$ cat config.mk
export PLATFORM = sky130hd
export DESIGN_NAME = sorted_priority_queue_core
export DESIGN_NICKNAME = d
export VERILOG_FILES = /design/src/rtl/spq_pkg.sv /design/src/rtl/sorted_priority_queue_core.sv /design/src/rtl/spq_cell.sv
export SDC_FILE = /design/constraint.sdc
export NUM_CORES = 1
export LEC_CHECK = 0
export ABC_AREA = 1
export CAP_MARGIN = 25
export CORE_MARGIN = 2
export CORE_UTILIZATION = 49
export CTS_CLUSTER_SIZE = 20
export DETAILED_ROUTE_END_ITERATION = 10
export DONT_BUFFER_PORTS = 1
export PLACE_DENSITY = 0.73
export RECOVER_POWER = 50
export SLEW_MARGIN = 20
export SYNTH_ARGS = -nofsm -noshare
export SYNTH_HDL_FRONTEND = slang
export SYNTH_HIERARCHICAL = 1
export SYNTH_SLANG_ARGS = --single-unit
$ cat constraint.sdc
create_clock -name i_clk -period 7 [get_ports i_clk]
set_input_delay 0.35 -clock i_clk [delete_from_list [all_inputs] [get_ports i_clk]]
set_output_delay 0.35 -clock i_clk [all_outputs]
set_load 0.05 [all_outputs]
$ cat src/rtl/spq_pkg.sv
`timescale 1ns / 1ps

package spq_pkg;

    localparam int QUEUE_DEPTH  = 8;
    localparam int RANK_BITS    = 16;
    localparam int VALUE_W      = 32;
    localparam int RANK_FIELD_W = 16;
    localparam int COUNT_W      = $clog2(QUEUE_DEPTH + 1);

    localparam logic OP_ENQUEUE = 1'b0;
    localparam logic OP_DEQUEUE = 1'b1;

    typedef enum logic [1:0] {
        ST_OK    = 2'd0,
        ST_FULL  = 2'd1,
        ST_EMPTY = 2'd2
    } t_status;

    typedef struct packed {
        logic signed [VALUE_W-1:0] value;
        logic [RANK_BITS-1:0]      rank;
    } t_entry;

    typedef struct packed {
        logic   insert;
        logic   remove;
        t_entry new_entry;
    } t_cell_ctl;

endpackage

$ cat src/rtl/sorted_priority_queue_core.sv
`timescale 1ns / 1ps

// Bounded priority queue of value/rank pairs, highest rank first.
// Input channel (i_valid / o_ready): one transfer carries an operation,
// enqueue or dequeue, with a value and a rank for enqueue.
// Output channel (o_valid / i_ready): exactly one result per input transfer,
// giving the dequeued value, the top pair and count after the operation,
// and a status (ok, full and enqueue dropped, empty dequeue).
// Among equal ranks the most recently enqueued pair leaves first.
// Pairs live in a row of cells ordered top first; every cell decides its
// next content from its neighbors in the same cycle, so a new item is
// taken every cycle unless a pending result stalls the output.
// Latency: the result is valid the cycle after the input transfer.
// The result sits in an output register; while the receiver stalls with
// a result pending, o_ready drops and the queue holds. When the pending
// result is taken in a cycle, a new item is accepted in that same cycle.
// Reset empties the queue and clears the pending result.
module sorted_priority_queue_core (
    input  logic                                i_clk,
    input  logic                                i_rst_n,
    input  logic                                i_valid,
    output logic                                o_ready,
    input  logic                                i_operation,
    input  logic signed [spq_pkg::VALUE_W-1:0]  i_item_value,
    input  logic [spq_pkg::RANK_FIELD_W-1:0]    i_item_rank,
    output logic                                o_valid,
    input  logic                                i_ready,
    output logic signed [spq_pkg::VALUE_W-1:0]  o_removed_value,
    output logic signed [spq_pkg::VALUE_W-1:0]  o_top_value,
    output logic [spq_pkg::RANK_FIELD_W-1:0]    o_top_rank,
    output logic [spq_pkg::COUNT_W-1:0]         o_entry_count,
    output logic [1:0]                          o_status
);
    import spq_pkg::*;

    logic [COUNT_W-1:0] r_count;
    logic [COUNT_W-1:0] n_count;
    logic               r_out_valid;

    logic signed [VALUE_W-1:0] r_removed;
    logic signed [VALUE_W-1:0] r_top_value;
    logic [RANK_FIELD_W-1:0]   r_top_rank;
    logic [COUNT_W-1:0]        r_out_count;
    t_status                   r_status;

    logic      accept;
    logic      full;
    logic      empty;
    logic      do_insert;
    logic      do_remove;
    t_status   status;
    t_cell_ctl ctl;

    t_entry cell_entry [QUEUE_DEPTH];
    t_entry cell_next  [QUEUE_DEPTH];
    logic   cell_keep  [QUEUE_DEPTH];

    assign o_ready   = !r_out_valid || i_ready;
    assign accept    = i_valid && o_ready;
    assign full      = (r_count == COUNT_W'(QUEUE_DEPTH));
    assign empty     = (r_count == '0);
    assign do_insert = accept && (i_operation == OP_ENQUEUE) && !full;
    assign do_remove = accept && (i_operation == OP_DEQUEUE) && !empty;

    assign ctl.insert          = do_insert;
    assign ctl.remove          = do_remove;
    assign ctl.new_entry.value = i_item_value;
    assign ctl.new_entry.rank  = i_item_rank[RANK_BITS-1:0];

    genvar gi;
    generate
        for (gi = 0; gi < QUEUE_DEPTH; gi++) begin : g_cell
            t_entry prev_entry;
            t_entry next_entry;
            logic   prev_keep;

            if (gi == 0) begin : g_head
                assign prev_entry = '0;
                assign prev_keep  = 1'b1;
            end else begin : g_body
                assign prev_entry = cell_entry[gi-1];
                assign prev_keep  = cell_keep[gi-1];
            end

            if (gi == QUEUE_DEPTH - 1) begin : g_tail
                assign next_entry = '0;
            end else begin : g_link
                assign next_entry = cell_entry[gi+1];
            end

            spq_cell u_cell (
                .i_clk        (i_clk),
                .i_ctl        (ctl),
                .i_occupied   (r_count > COUNT_W'(gi)),
                .i_prev_keep  (prev_keep),
                .i_prev_entry (prev_entry),
                .i_next_entry (next_entry),
                .o_entry      (cell_entry[gi]),
                .o_next_state (cell_next[gi]),
                .o_keep       (cell_keep[gi])
            );
        end
    endgenerate

    always_comb begin
        n_count = r_count;
        status  = ST_OK;
        priority if (accept && (i_operation == OP_ENQUEUE) && full) begin
            status = ST_FULL;
        end else if (accept && (i_operation == OP_DEQUEUE) && empty) begin
            status = ST_EMPTY;
        end else if (do_insert) begin
            n_count = r_count + COUNT_W'(1);
        end else if (do_remove) begin
            n_count = r_count - COUNT_W'(1);
        end
    end

    always_ff @(posedge i_clk) begin
        if (!i_rst_n) begin
            r_count     <= '0;
            r_out_valid <= 1'b0;
        end else begin
            r_count <= n_count;
            if (accept) begin
                r_out_valid <= 1'b1;
            end else if (i_ready) begin
                r_out_valid <= 1'b0;
            end
        end
    end

    // capture the result alongside the cell update
    always_ff @(posedge i_clk) begin
        if (accept) begin
            r_removed   <= do_remove ? cell_entry[0].value : '0;
            r_out_count <= n_count;
            r_status    <= status;
            if (n_count == '0) begin
                r_top_value <= '0;
                r_top_rank  <= '0;
            end else begin
                r_top_value <= cell_next[0].value;
                r_top_rank  <= RANK_FIELD_W'(cell_next[0].rank);
            end
        end
    end

    assign o_valid         = r_out_valid;
    assign o_removed_value = r_removed;
    assign o_top_value     = r_top_value;
    assign o_top_rank      = r_top_rank;
    assign o_entry_count   = r_out_count;
    assign o_status        = r_status;

    a_count_bound: assert property (@(posedge i_clk) disable iff (!i_rst_n)
        r_count <= COUNT_W'(QUEUE_DEPTH))
        else $error("entry count beyond queue depth");

    a_full_status: assert property (@(posedge i_clk) disable iff (!i_rst_n)
        (r_out_valid && r_status == ST_FULL) |->
        (r_out_count == COUNT_W'(QUEUE_DEPTH) && r_removed == '0))
        else $error("full status without a full queue");

    a_empty_status: assert property (@(posedge i_clk) disable iff (!i_rst_n)
        (r_out_valid && r_status == ST_EMPTY) |->
        (r_out_count == '0 && r_removed == '0))
        else $error("empty status without an empty queue");

    a_empty_top: assert property (@(posedge i_clk) disable iff (!i_rst_n)
        (r_out_valid && r_out_count == '0) |->
        (r_top_value == '0 && r_top_rank == '0))
        else $error("top pair reported on an empty queue");

    a_count_step: assert property (@(posedge i_clk) disable iff (!i_rst_n)
        accept |=> (r_count == $past(n_count) && r_out_count == r_count))
        else $error("result count differs from queue count");

endmodule

$ cat src/rtl/spq_cell.sv
`timescale 1ns / 1ps

module spq_cell (
    input  logic               i_clk,
    input  spq_pkg::t_cell_ctl i_ctl,
    input  logic               i_occupied,
    input  logic               i_prev_keep,
    input  spq_pkg::t_entry    i_prev_entry,
    input  spq_pkg::t_entry    i_next_entry,
    output spq_pkg::t_entry    o_entry,
    output spq_pkg::t_entry    o_next_state,
    output logic               o_keep
);
    import spq_pkg::*;

    t_entry r_entry;
    t_entry n_entry;

    // hold the slot when it outranks the incoming pair; equal ranks yield
    assign o_keep = i_occupied && (r_entry.rank > i_ctl.new_entry.rank);

    always_comb begin
        n_entry = r_entry;
        if (i_ctl.insert && !o_keep) begin
            n_entry = i_prev_keep ? i_ctl.new_entry : i_prev_entry;
        end else if (i_ctl.remove) begin
            n_entry = i_next_entry;
        end
    end

    always_ff @(posedge i_clk) begin
        r_entry <= n_entry;
    end

    assign o_entry      = r_entry;
    assign o_next_state = n_entry;

endmodule
==> flow_metrics.py <==
metrics = {
    "status": {
        "outcome": "complete, but fails checks",
        "violations": "max-capacitance violations, max-slew violations",
    },
    "synth": {
        "syn_inst": 3588,
        "synthesis.area_um2": 29500,
        "avgSynthCellArea_um2": 8.22,
        "ys.warnings.count": 6,
    },
    "clock_tree": {
        "cts_setup_buffers": 0,
        "cts_buffers": 50,
        "cts_tree": "done",
        "htreeDepth": 2,
        "numClockSinks": 475,
        "clkTransAtPathRegs_ns": 0.06,
        "clk_latency_ns": 0.62,
        "clockBufferDepth": 3,
        "cts-root-buf": "clkbuf_16",
    },
    "power": {
        "leakage_nw": 15.5,
        "ir_drop_mv": 0.237,
        "seqPwrFrac": 0.412,
        "p_comb_frac": 0.368,
        "powerDensity_nw_per_um2": 387,
        "power_w": 0.0124,
        "internal_power_w": 0.00783,
        "power.switching_w": 0.00455,
        "clkPwrFrac": 0.221,
        "swShare": 0.368,
    },
    "floorplanning": {
        "coreArea_um2": 59200,
        "design.portCount": 141,
        "die_height_um": 249,
        "start_util": 0.498,
        "rows": 89,
        "die_area_um2": 62200,
        "die_w_um": 249,
    },
    "sta": {
        "final_max_slew_viol_count": 340,
        "hold_viol_final": 0,
        "skew_ns": 0.0225,
        "rsz0062_at_grt": "no",
        "fin_crit_ns": 4.98,
        "worst_slack_ns": 2.02,
        "tns_ns": 0,
        "maxSlewHeadroom": -1.68,
        "worst_slew_pin_slew_ns": 4.02,
        "post-route-period-util": 0.711,
        "fmax_ghz": 0.201,
        "finalSetupViolCount": 0,
    },
    "layout": {
        "drive_above_1_share": 0.216,
        "layout.nets": 3780,
        "final_cell_area_um2": 32000,
        "synthToLayoutAreaGrowth_pct": 8.46,
        "final_common_cell": "nand2_1",
        "final_cell_mix": "nand2_1, mux2_2, nand3_1",
    },
    "route": {
        "drt_iter0_markers": 2253,
        "top_layer_used": "met5",
        "dr_wl_met2_mm": 35.2,
        "drc_errors": 0,
        "wl_met3_mm": 6.19,
        "vias_per_cell": 5.39,
        "drt-met1-wl_mm": 37.1,
        "ant_nets": 0,
        "drt-pass1-iter-count": 5,
        "vias": 23784,
        "avgRoutedWirePerCell_um": 18.1,
        "wl_mm": 80.0,
    },
    "critical_path": {
        "critPathBufInv": 2,
        "slowest_stage": "clkbuf_1",
        "crit_start": "o_valid",
        "critPathLaunchType": "flop",
        "endpoint_kind": "flop",
        "worst-setup-path-type": "reg2reg",
        "crit_family": "buffers and inverters",
        "timing.rr.end": "g_cell[6].u_cell/o_entry[34]",
        "r2r_start": "o_valid",
        "crit_required_ns": 7.55,
        "max_stage_delay_ns": 2.22,
        "crit_fanout": 85,
        "worstSetupEndpoint": "g_cell[6].u_cell/o_entry[34]",
        "reg2regPathDepth": 6,
        "arrival_ns": 5.52,
        "cp_num_cells": 6,
        "path_cells": "a21oi_4, nand3_1, inv_8, clkbuf_1, nand3_1, nand2_1",
        "regToRegSetupSlack_ns": 2.02,
        "cp_common_cell": "nand3_1",
    },
    "placed_design": {
        "dp_hpwl_mm": 49.3,
        "dp_slack_ns": 2.96,
        "post_dp_cell_area_um2": 29900,
        "io_buffers": 0,
        "gp_congestion": 0.850,
    },
    "hold_path": {
        "hold_path.class": "in2reg",
        "whs_path_depth": 3,
    },
    "flow_run": {
        "maxCapViolations": 9,
    },
    "global_routing": {
        "grtUsageTotal": 0.252,
        "grt_start_max_net_pins": 155,
        "antenna_found_initial": 5,
        "grt-ovfl-total": 0,
        "grt_pass1_wl_mm": 126,
        "grt_pass1_vias": 22349,
    },
}
[power by group through the flow]
stage          registers, W  clock network, W  logic (W)
2_1_floorplan       0.00478                 0    0.00385
3_3_place_gp        0.00507                 0    0.00432
3_5_place_dp        0.00512                 0    0.00443
4_1_cts             0.00508           0.00276    0.00452
5_1_grt             0.00524           0.00287    0.00515
6_report            0.00510           0.00273    0.00455
[how the worst min path moves through the flow]
stage / endpoint / start
global placement: o_valid / i_valid
finish: g_cell[1].u_cell/o_entry[24] / i_item_value[8]
global route: g_cell[1].u_cell/o_entry[32] / i_item_value[16]
floorplan: o_valid / i_valid
detailed placement: o_valid / i_valid
CTS: g_cell[5].u_cell/o_entry[17] / i_item_value[1]
[final cells by class]
class                   instances  area, um2
repair buffers                 91        803
flip-flops and latches        475      10400
diodes                          3       7.51
multi-input cells            2706      17200
clock buffers                  70       1410
inverters                     271       1020
well taps                     773        967
clock inverters                23        250
fillers                      5439      27300
[metrics by stage]
stage               hold WS [ns]  std cells   util
CTS                    0.0000791       4409  0.541
global placement           0.521       4259  0.503
detailed placement         0.537       4261  0.504
global route              0.0105       4409  0.540
floorplan                  0.516       3683      -
finish                    0.0213       4412  0.540
[routing by layer]
metal	GRT usage	up-vias
met1	0.358	11018
li1	-	11900
met4	0.0585	4
met3	0.0421	115
met5	0	-
met2	0.398	747
[registers in the layout, indices dropped and copies added, names as in the netlist]
name and flops:
g_cell.u_cell/o_entry 384, o_removed_value 32, o_top_value 32, o_top_rank 16
o_entry_count 4, r_count 4, o_status 2, o_valid 1
[timing repair]
item                                    4_1_cts  5_1_grt
hold buffers                                 55        0
resized for setup                             0        0
endpoints found under the hold margin       190        0
endpoints found under the setup margin        0        0
[worst min-delay path, stage by stage]
cell and delay, ns:
mux2_2 0.12, nand3_1 0.07, nand2_1 0.06
Note: power is estimated with default switching activity, not from simulation.
